[config.mk]
export PLATFORM = sky130hd
export DESIGN_NAME = bmp_rgb24_stream_parser
export DESIGN_NICKNAME = d
export VERILOG_FILES = /design/src/rtl/bmp_pkg.sv /design/src/rtl/bmp_front.sv /design/src/rtl/bmp_queue.sv /design/src/rtl/bmp_rgb24_stream_parser.sv
export SDC_FILE = /design/constraint.sdc
export NUM_CORES = 1
export LEC_CHECK = 0
export ABC_AREA = 1
export BUFFER_PORTS_ARGS = -buffer_cell sky130_fd_sc_hd__buf_4
export CORE_MARGIN = 4
export CORE_UTILIZATION = 63
export CTS_CLUSTER_DIAMETER = 40
export DETAILED_ROUTE_END_ITERATION = 8
export PLACE_DENSITY = 0.91
export SLEW_MARGIN = 10
export SYNTH_ARGS = -nofsm -noshare
export SYNTH_HDL_FRONTEND = slang
export SYNTH_SLANG_ARGS = --single-unit
[constraint.sdc]
create_clock -name clk_i -period 8.3 [get_ports clk_i]
set_input_delay 1.245 -clock clk_i [delete_from_list [all_inputs] [get_ports clk_i]]
set_output_delay 1.245 -clock clk_i [all_outputs]
set_load 0.02 [all_outputs]
[src/rtl/bmp_pkg.sv]
`timescale 1ns / 1ps
// ----------------------------------------------------------------------------
// BMP parser package
// Shared types, codes and sizes for the 24-bit BMP stream parser.
// ----------------------------------------------------------------------------
package bmp_pkg;

  localparam int unsigned MAX_WIDTH_DEF  = 4096;
  localparam int unsigned MAX_HEIGHT_DEF = 4096;

  typedef enum logic [1:0] {
    KIND_PIXEL  = 2'd0,
    KIND_HEADER = 2'd1,
    KIND_ERROR  = 2'd2
  } kind_e;

  typedef enum logic [2:0] {
    ERR_NOT_BMP     = 3'd0,
    ERR_HEADER_TYPE = 3'd1,
    ERR_COMPRESSION = 3'd2,
    ERR_BPP         = 3'd3,
    ERR_TOO_LARGE   = 3'd4
  } err_e;

  typedef enum logic [2:0] {
    PH_WAIT   = 3'd0,
    PH_HEADER = 3'd1,
    PH_PIXELS = 3'd2,
    PH_PAD    = 3'd3,
    PH_IGNORE = 3'd4
  } phase_e;

  // Result item: fields in output order
  typedef struct packed {
    logic        last_pixel;
    logic [12:0] image_height;
    logic [12:0] image_width;
    logic [7:0]  blue;
    logic [7:0]  green;
    logic [7:0]  red;
    logic [11:0] pixel_y;
    logic [11:0] pixel_x;
    logic [2:0]  error_code;
    logic [1:0]  kind;
  } result_t;

  localparam int unsigned ResultW = $bits(result_t);

endpackage

[src/rtl/bmp_front.sv]
`timescale 1ns / 1ps
// ----------------------------------------------------------------------------
// BMP parser front
// Accepts bytes, walks the header and pixel phases, and forms one result per
// item that produces one; results go to the queue.
// ----------------------------------------------------------------------------
module bmp_front #(
  parameter int unsigned MAX_WIDTH  = bmp_pkg::MAX_WIDTH_DEF,
  parameter int unsigned MAX_HEIGHT = bmp_pkg::MAX_HEIGHT_DEF
) (
  input  logic              clk_i,
  input  logic              rst_ni,
  input  logic              in_valid_i,
  input  logic [7:0]        data_byte_i,
  input  logic              file_start_i,
  input  logic              q_full_i,
  output logic              in_ready_o,
  output logic              res_valid_o,
  output bmp_pkg::result_t  res_o
);
  import bmp_pkg::*;

  phase_e      phase_q, phase_d;
  logic [5:0]  idx_q, idx_d;
  logic        info_q, info_d;
  logic [31:0] acc_q, acc_d;
  logic        magic_q, magic_d;
  logic [31:0] width_q, width_d;
  logic [31:0] height_q, height_d;
  logic [15:0] bpp_q, bpp_d;
  logic [15:0] col_q, col_d;
  logic [15:0] row_q, row_d;
  logic [1:0]  chan_q, chan_d;
  logic [7:0]  blue_q, blue_d;
  logic [7:0]  green_q, green_d;
  logic [1:0]  pad_q, pad_d;
  // precomputed bounds, refreshed after header (sequenced registers)
  logic [15:0] wlast_q, hlast_q;

  logic        fire;
  result_t     res;
  logic        emit;

  assign in_ready_o = !q_full_i;
  assign fire       = in_valid_i && in_ready_o;

  always_comb begin
    phase_e     ph;
    logic [5:0] idx;
    logic [31:0] acc_new;
    logic [5:0] k;
    phase_d  = phase_q;
    idx_d    = idx_q;
    info_d   = info_q;
    acc_d    = acc_q;
    magic_d  = magic_q;
    width_d  = width_q;
    height_d = height_q;
    bpp_d    = bpp_q;
    col_d    = col_q;
    row_d    = row_q;
    chan_d   = chan_q;
    blue_d   = blue_q;
    green_d  = green_q;
    pad_d    = pad_q;
    res      = '0;
    emit     = 1'b0;
    ph       = phase_q;
    idx      = idx_q;
    acc_new  = acc_q;
    k        = '0;
    if (file_start_i) begin
      ph = PH_HEADER; idx = '0; info_d = 1'b0; acc_new = '0; magic_d = 1'b0;
      width_d = '0; height_d = '0; bpp_d = '0;
    end
    phase_d = ph;
    // little-endian byte lane in the current field
    if (idx >= 6'd14 && idx < 6'd18) k = idx - 6'd14;
    else if (idx >= 6'd30 && idx < 6'd34) k = idx - 6'd30;
    else if (!(file_start_i ? 1'b0 : info_q) && idx >= 6'd18) k = {5'd0, idx[0]};
    else if (idx >= 6'd18 && idx < 6'd22) k = idx - 6'd18;
    else if (idx >= 6'd22 && idx < 6'd26) k = idx - 6'd22;
    else if (idx >= 6'd28) k = {5'd0, idx[0]};
    case (k[1:0])
      2'd0:    acc_new = {24'd0, data_byte_i};
      2'd1:    acc_new = {acc_q[31:16], data_byte_i, acc_q[7:0]};
      2'd2:    acc_new = {acc_q[31:24], data_byte_i, acc_q[15:0]};
      default: acc_new = {data_byte_i, acc_q[23:0]};
    endcase
    case (ph)
      PH_HEADER: begin
        logic inf;
        logic fin;
        inf = file_start_i ? 1'b0 : info_q;
        fin = 1'b0;
        if (idx < 6'd63) idx_d = idx + 6'd1; else idx_d = idx;
        if (idx == 6'd0) magic_d = (data_byte_i == 8'h42);
        else if (idx == 6'd1) magic_d = magic_q && (data_byte_i == 8'h4D);
        else if (idx == 6'd13) begin
          if (!magic_q) begin
            emit = 1'b1; res.kind = KIND_ERROR; res.error_code = ERR_NOT_BMP;
            phase_d = PH_IGNORE;
          end
        end else if (idx >= 6'd14 && idx < 6'd18) begin
          acc_d = acc_new;
          if (idx == 6'd17) begin
            if (acc_new == 32'd12) info_d = 1'b0;
            else if (acc_new == 32'd40) info_d = 1'b1;
            else begin
              emit = 1'b1; res.kind = KIND_ERROR; res.error_code = ERR_HEADER_TYPE;
              phase_d = PH_IGNORE;
            end
          end
        end else if (idx >= 6'd18) begin
          if (!inf) begin
            if (idx < 6'd22 || (idx >= 6'd24 && idx < 6'd26)) acc_d = acc_new;
            if (idx == 6'd19) width_d  = acc_new;
            if (idx == 6'd21) height_d = acc_new;
            if (idx == 6'd25) begin bpp_d = acc_new[15:0]; fin = 1'b1; end
          end else begin
            if (idx < 6'd26 || (idx >= 6'd28 && idx < 6'd34)) acc_d = acc_new;
            if (idx == 6'd21) width_d  = acc_new;
            if (idx == 6'd25) height_d = acc_new;
            if (idx == 6'd29) bpp_d    = acc_new[15:0];
            if (idx == 6'd33 && acc_new != 32'd0) begin
              emit = 1'b1; res.kind = KIND_ERROR; res.error_code = ERR_COMPRESSION;
              phase_d = PH_IGNORE;
            end
            if (idx == 6'd53) fin = 1'b1;
          end
          if (fin) begin
            emit = 1'b1;
            if (bpp_d != 16'd24) begin
              res.kind = KIND_ERROR; res.error_code = ERR_BPP; phase_d = PH_IGNORE;
            end else if (width_d > MAX_WIDTH || height_d > MAX_HEIGHT) begin
              res.kind = KIND_ERROR; res.error_code = ERR_TOO_LARGE; phase_d = PH_IGNORE;
            end else begin
              res.kind = KIND_HEADER;
              res.image_width  = width_d[12:0];
              res.image_height = height_d[12:0];
              col_d = '0; row_d = '0; chan_d = '0;
              phase_d = (width_d != 0 && height_d != 0) ? PH_PIXELS : PH_IGNORE;
            end
          end
        end
      end
      PH_PIXELS: begin
        case (chan_q)
          2'd0: begin blue_d = data_byte_i; chan_d = 2'd1; end
          2'd1: begin green_d = data_byte_i; chan_d = 2'd2; end
          default: begin
            logic last;
            logic eol;
            logic [15:0] ydiff;
            chan_d = 2'd0;
            eol  = (col_q == wlast_q);
            last = (row_q == hlast_q) && eol;
            ydiff = hlast_q - row_q;
            emit = 1'b1;
            res.kind    = KIND_PIXEL;
            res.pixel_x = col_q[11:0];
            res.pixel_y = ydiff[11:0];
            res.red     = data_byte_i;
            res.green   = green_q;
            res.blue    = blue_q;
            res.last_pixel = last;
            col_d = col_q + 16'd1;
            if (last) phase_d = PH_IGNORE;
            else if (eol) begin
              col_d = '0;
              row_d = row_q + 16'd1;
              pad_d = width_q[1:0];
              if (width_q[1:0] != 2'd0) phase_d = PH_PAD;
            end
          end
        endcase
      end
      PH_PAD: begin
        pad_d = pad_q - 2'd1;
        if (pad_q <= 2'd1) begin pad_d = '0; phase_d = PH_PIXELS; end
      end
      default: ;
    endcase
  end

  always_ff @(posedge clk_i or negedge rst_ni) begin
    if (!rst_ni) begin
      phase_q <= PH_WAIT; idx_q <= '0; info_q <= 1'b0; acc_q <= '0; magic_q <= 1'b0;
      width_q <= '0; height_q <= '0; bpp_q <= '0; col_q <= '0; row_q <= '0;
      chan_q <= '0; blue_q <= '0; green_q <= '0; pad_q <= '0;
      wlast_q <= '0; hlast_q <= '0;
    end else begin
      if (fire) begin
        phase_q <= phase_d; idx_q <= idx_d; info_q <= info_d; acc_q <= acc_d;
        magic_q <= magic_d; width_q <= width_d; height_q <= height_d; bpp_q <= bpp_d;
        col_q <= col_d; row_q <= row_d; chan_q <= chan_d; blue_q <= blue_d;
        green_q <= green_d; pad_q <= pad_d;
      end
      // accepted dimensions fit 16 bits; header ends well before pixels
      wlast_q <= width_q[15:0] - 16'd1;
      hlast_q <= height_q[15:0] - 16'd1;
    end
  end

  assign res_valid_o = fire && emit;
  assign res_o       = res;

endmodule

[src/rtl/bmp_queue.sv]
`timescale 1ns / 1ps
// ----------------------------------------------------------------------------
// BMP result queue
// Two-entry queue between the parse front and the output port.
// ----------------------------------------------------------------------------
module bmp_queue (
  input  logic              clk_i,
  input  logic              rst_ni,
  input  logic              wr_valid_i,
  input  bmp_pkg::result_t  wr_data_i,
  output logic              full_o,
  output logic              rd_valid_o,
  input  logic              rd_ready_i,
  output bmp_pkg::result_t  rd_data_o
);
  import bmp_pkg::*;

  result_t    mem_q [2];
  logic       wp_q, rp_q;
  logic [1:0] cnt_q;
  logic       wr, rd;

  assign full_o     = cnt_q == 2'd2;
  assign rd_valid_o = cnt_q != 2'd0;
  assign rd_data_o  = mem_q[rp_q];
  assign wr = wr_valid_i && !full_o;
  assign rd = rd_valid_o && rd_ready_i;

  always_ff @(posedge clk_i) begin
    if (wr) mem_q[wp_q] <= wr_data_i;
  end

  always_ff @(posedge clk_i or negedge rst_ni) begin
    if (!rst_ni) begin
      wp_q <= 1'b0; rp_q <= 1'b0; cnt_q <= '0;
    end else begin
      if (wr) wp_q <= !wp_q;
      if (rd) rp_q <= !rp_q;
      cnt_q <= cnt_q + {1'b0, wr} - {1'b0, rd};
    end
  end

endmodule

[src/rtl/bmp_rgb24_stream_parser.sv]
`timescale 1ns / 1ps
// ----------------------------------------------------------------------------
// BMP 24-bit stream parser
// Parses an uncompressed 24 bpp BMP file delivered one byte per item.
// ----------------------------------------------------------------------------
// Slave channel: one file byte per item, tuser high on the first byte of a
// file. Master channel: one result per producing item - header accepted,
// error, or a pixel per B,G,R triplet with row 0 at the top.
// One byte is taken every cycle while the two-entry result queue has room;
// a result enters the queue as the byte that makes it is taken. The queue is
// what sets the rate: a stalled receiver fills it, and s_axis_tready drops
// until an item is taken. Padding bytes and most header bytes make no result.
// After reset the parser waits for a byte with tuser set, ignoring others; an
// error, the last pixel or an empty image likewise parks it until the next file.
// ----------------------------------------------------------------------------
module bmp_rgb24_stream_parser #(
  parameter int unsigned MAX_WIDTH  = bmp_pkg::MAX_WIDTH_DEF,
  parameter int unsigned MAX_HEIGHT = bmp_pkg::MAX_HEIGHT_DEF
) (
  input  logic        clk_i,
  input  logic        rst_ni,
  input  logic        s_axis_tvalid_i,
  output logic        s_axis_tready_o,
  input  logic [7:0]  s_axis_tdata_i,   // [7:0] data_byte
  input  logic        s_axis_tuser_i,   // file_start
  output logic        m_axis_tvalid_o,
  input  logic        m_axis_tready_i,
  output logic [79:0] m_axis_tdata_o,   // error_code[2:0], pixel_x[14:3],
                                        // pixel_y[26:15], red[34:27],
                                        // green[42:35], blue[50:43],
                                        // image_width[63:51],
                                        // image_height[76:64]
  output logic [1:0]  m_axis_tuser_o,   // kind
  output logic        m_axis_tlast_o    // last_pixel
);
  import bmp_pkg::*;

  result_t res, qout;
  logic    res_valid, q_full;

  bmp_front #(.MAX_WIDTH(MAX_WIDTH), .MAX_HEIGHT(MAX_HEIGHT)) u_front (
    .clk_i, .rst_ni,
    .in_valid_i   (s_axis_tvalid_i),
    .data_byte_i  (s_axis_tdata_i),
    .file_start_i (s_axis_tuser_i),
    .q_full_i     (q_full),
    .in_ready_o   (s_axis_tready_o),
    .res_valid_o  (res_valid),
    .res_o        (res)
  );

  bmp_queue u_queue (
    .clk_i, .rst_ni,
    .wr_valid_i (res_valid),
    .wr_data_i  (res),
    .full_o     (q_full),
    .rd_valid_o (m_axis_tvalid_o),
    .rd_ready_i (m_axis_tready_i),
    .rd_data_o  (qout)
  );

  assign m_axis_tuser_o = qout.kind;
  assign m_axis_tlast_o = qout.last_pixel;
  assign m_axis_tdata_o = {3'd0, qout.image_height, qout.image_width, qout.blue,
                           qout.green, qout.red, qout.pixel_y, qout.pixel_x,
                           qout.error_code};

endmodule

==> flow_metrics.env <==
export IMPL_status="finished clean"
export IMPL_power_frac_clock=0.314
export IMPL_ys_warn_count=0
export IMPL_insertion_delay_ns=0.58
export IMPL_antenna_found_initial=0
export IMPL_grt_overflow_total=0
export IMPL_htree_num_levels=2
export IMPL_routed_wl_um=62700
export IMPL_tightestPinTransition_ns=1.21
export IMPL_via_per_inst=6.05
export IMPL_min_from="u_front.green_q[5]"
export IMPL_grt_max_degree=112
export IMPL_ff2ff_setup_slack_ns=2.77
export IMPL_reg2reg_from="u_front.idx_q[4]"
export IMPL_slew_headroom=0.194
export IMPL_synth_area_um2=21600
export IMPL_finish_utilization=0.716
export IMPL_place_congestion=0.973
export IMPL_root_buffer="clkbuf_16"
export IMPL_slowest_delay_ns=0.74
export IMPL_hold_violations=0
export IMPL_final_nets=2944
export IMPL_synth_compound_area_share=0.119
export IMPL_power_leakage_nw=10.9
export IMPL_cts_sinks=371
export IMPL_skew_ns=0.0162
export IMPL_peakVddDrop_mv=0.221
export IMPL_design_area_um2=24100
export IMPL_synth_top_family_by_area="simple AND/OR/NAND/NOR gates"
export IMPL_ios=98
export IMPL_synth_top_cell_area_share=0.245
export IMPL_required_ns=8.75
export IMPL_synth_simple_area_share=0.299
export IMPL_tns_ns=0
export IMPL_clk_pin_slew_ns=0.06
export IMPL_cpLargestDelayFamily="simple AND/OR/NAND/NOR gates"
export IMPL_crit_buf_inv=3
export IMPL_initial_core_util=0.641
export IMPL_p_seq_frac=0.331
export IMPL_drt_pass1_iterations=9
export IMPL_num_vias=20547
export IMPL_cts_tree="done"
export IMPL_drive_above_1_share=0.103
export IMPL_end_kind="flop"
export IMPL_critPathKind="in2reg"
export IMPL_post_place_cells=3306
export IMPL_synth_edff_count=160
export IMPL_swShare=0.400
export IMPL_yosys_cell_types_count=59
export IMPL_synthCells=2886
export IMPL_fin_cells=3398
export IMPL_antennaDiodeCount=0
export IMPL_crit_arrival_ns=7.09
export IMPL_crit_path_frequent_cell="nand2_1"
export IMPL_cts_setup_buffers=0
export IMPL_synth_xor_area_share=0.0268
export IMPL_yosys_most_used_dff="dfrtp_1"
export IMPL_cp_max_fo=80
export IMPL_cts_buffer_depth=3
export IMPL_max_freq_ghz=0.151
export IMPL_place_hpwl_um=40500
export IMPL_die_area_um2=37200
export IMPL_startpoint_type="primary input"
export IMPL_synth_ff_latch_count=371
export IMPL_grt_pass1_wl_um=99300
export IMPL_p_int_mw=4.09
export IMPL_combPwrFrac=0.354
export IMPL_cts_inserted_buffers=50
export IMPL_yosys_area_share_adder=0.0125
export IMPL_die_x_um=193
export IMPL_grt_pass1_vias=19293
export IMPL_crit_path_start="s_axis_tuser_i"
export IMPL_place_area_um2=22400
export IMPL_cp_slowest_cell="buf_4"
export IMPL_io_buffers=94
export IMPL_wl_per_cell_um=18.5
export IMPL_avgSynthCellArea_um2=7.47
export IMPL_rsz0062_at_grt="false"
export IMPL_gr_usage_all_layers=0.333
export IMPL_hold_path_class="reg2reg"
export IMPL_die_h_um=193
export IMPL_synth_area_leaders="dfrtp_1 24%, edfxtp_1 22%, nand2_1 18%, nor2_1 5.0%, o21ai_0 4.6%"
export IMPL_drtIter0Drc=2728
export IMPL_cap_violations=0
export IMPL_syn_to_final_growth_pct=11.6
export IMPL_fin_crit_sh=0.800
export IMPL_synth_area_mux_share=0.000522
export IMPL_ctsHoldBuffers=0
export IMPL_coreArea_um2=33600
export IMPL_yosys_area_top_type="dfrtp_1"
export IMPL_drcViolationCount=0
export IMPL_synth_seq_area_share=0.468
export IMPL_period_needed_ns=6.64
export IMPL_cts_resized=0
export IMPL_power_switching_mw=2.72
export IMPL_p_per_area_nw_per_um2=283
export IMPL_rows=67
export IMPL_ant_nets=0
export IMPL_drv_slew=0
export IMPL_async_flop_share=0.569
export IMPL_setup_violations=0
==> through the flow <==
step                hold WS (ns)  setup WS [ns]  power [mW]
floorplan                  0.446          0.922        3.91
global placement           0.466           1.52        4.53
detailed placement         0.473           1.34        4.62
CTS                        0.486           1.94        6.78
global route               0.514           1.36        7.16
finish                     0.486           1.66        6.81
==> per-layer routing <==
layer / GRT usage / part of all wire
met3: 0.0538 / 0.11
met2: 0.542 / 0.47
met5: 0 / 0
met1: 0.426 / 0.36
met4: 0.194 / 0.064
==> worst paths after layout <==
kind / cells past startpoint / end
worst max-delay path: 26 / u_front.col_q[4]
worst min-delay path: 2 / u_front.green_q[5]
worst max register to register: 25 / u_front.col_q[4]
worst min register to register: 2 / u_front.green_q[5]
max in group asynchronous: 2 / u_front.width_q[20]
min in group asynchronous: 1 / u_front.row_q[1]
==> registers in the layout (all words and copies together) (netlist names), 16 cells and up <==
register / flops
u_front.col_q: 16
u_front.height_q: 32
u_queue.mem_q: 160
u_front.width_q: 32
u_front.row_q: 16
u_front.wlast_q: 16
u_front.bpp_q: 16
u_front.acc_q: 32
u_front.hlast_q: 16
==> cell type report <==
cell class                      instances  area (µm²)
Tap cell                              448         561
Sequential cell                       371       10100
Clock inverter                         38         372
Clock buffer                           54        1300
Fill cell                            2422        9550
Timing Repair Buffer                  118         905
Multi-Input combinational cell       2124        9910
Inverter                              245         933
==> power by group through the flow <==
stage | clock, mW | sequential (mW) | combinational (mW)
after floorplan | 0 | 2.24 | 1.68
after global placement | 0 | 2.27 | 2.26
after detailed placement | 0 | 2.28 | 2.33
after CTS | 2.16 | 2.25 | 2.37
after global routing | 2.25 | 2.28 | 2.64
final | 2.14 | 2.26 | 2.42
==> worst reg2reg max path, delay by kind of cell (launching register included) <==
family	cells	cell delay, ns
AND/OR/NAND/NOR	22	4.41
flip-flops	1	0.50
AO/OA/AOI/OAI	2	0.36
buffers and inverters	1	0.14
==> synthesized netlist by cell type (2+ instances only) <==
master and instances:
o21bai_1 5, nand3b_1 2, buf_4 6, buf_1 13, nor2_2 5, nand2_4 4
xnor2_1 14, nand3_1 118, buf_6 11, a21oi_2 4, nand2_2 15, xor2_1 52
dfrtp_1 211, a22oi_1 17, clkinv_1 3, ha_1 20, o21ai_0 199, o2111ai_1 2
a21oi_1 165, nand2_1 1043, clkbuf_1 113, nand3_2 12, o21a_1 2, inv_2 9
o211ai_1 17, edfxtp_1 160, nor3_1 33, o22ai_1 3, inv_1 231, o21ai_2 24
buf_2 4, nor4_1 16, or2_2 7, a31oi_1 3, o21ai_1 9, nand4_1 24
nor2_1 286, a211oi_1 3
==> cell usage in the layout (no fill, tap or decap), drive strengths merged, types with 17 or more instances in the layout <==
cell type     n
a21oi       169
a22oi        17
buf         117
clkbuf       55
clkinv       21
dfrtp       211
edfxtp      160
ha           20
inv         252
nand2      1062
nand3       131
nand4        26
nor2        291
nor3         35
o211ai       17
o21ai       232
xor2         52
==> kinds of logic (layout without fill, tap and decap cells) <==
group	after synthesis	in the layout
AOI/OAI and AO/OA	461	461
xor gates and xnor gates	66	66
adders and majority gates	21	21
buffers and inverters	393	455
DFF	371	371
muxes	1	1
other	1	3
and+or+nand+nor	1572	1572
Note: power is estimated with default switching activity, not from simulation.
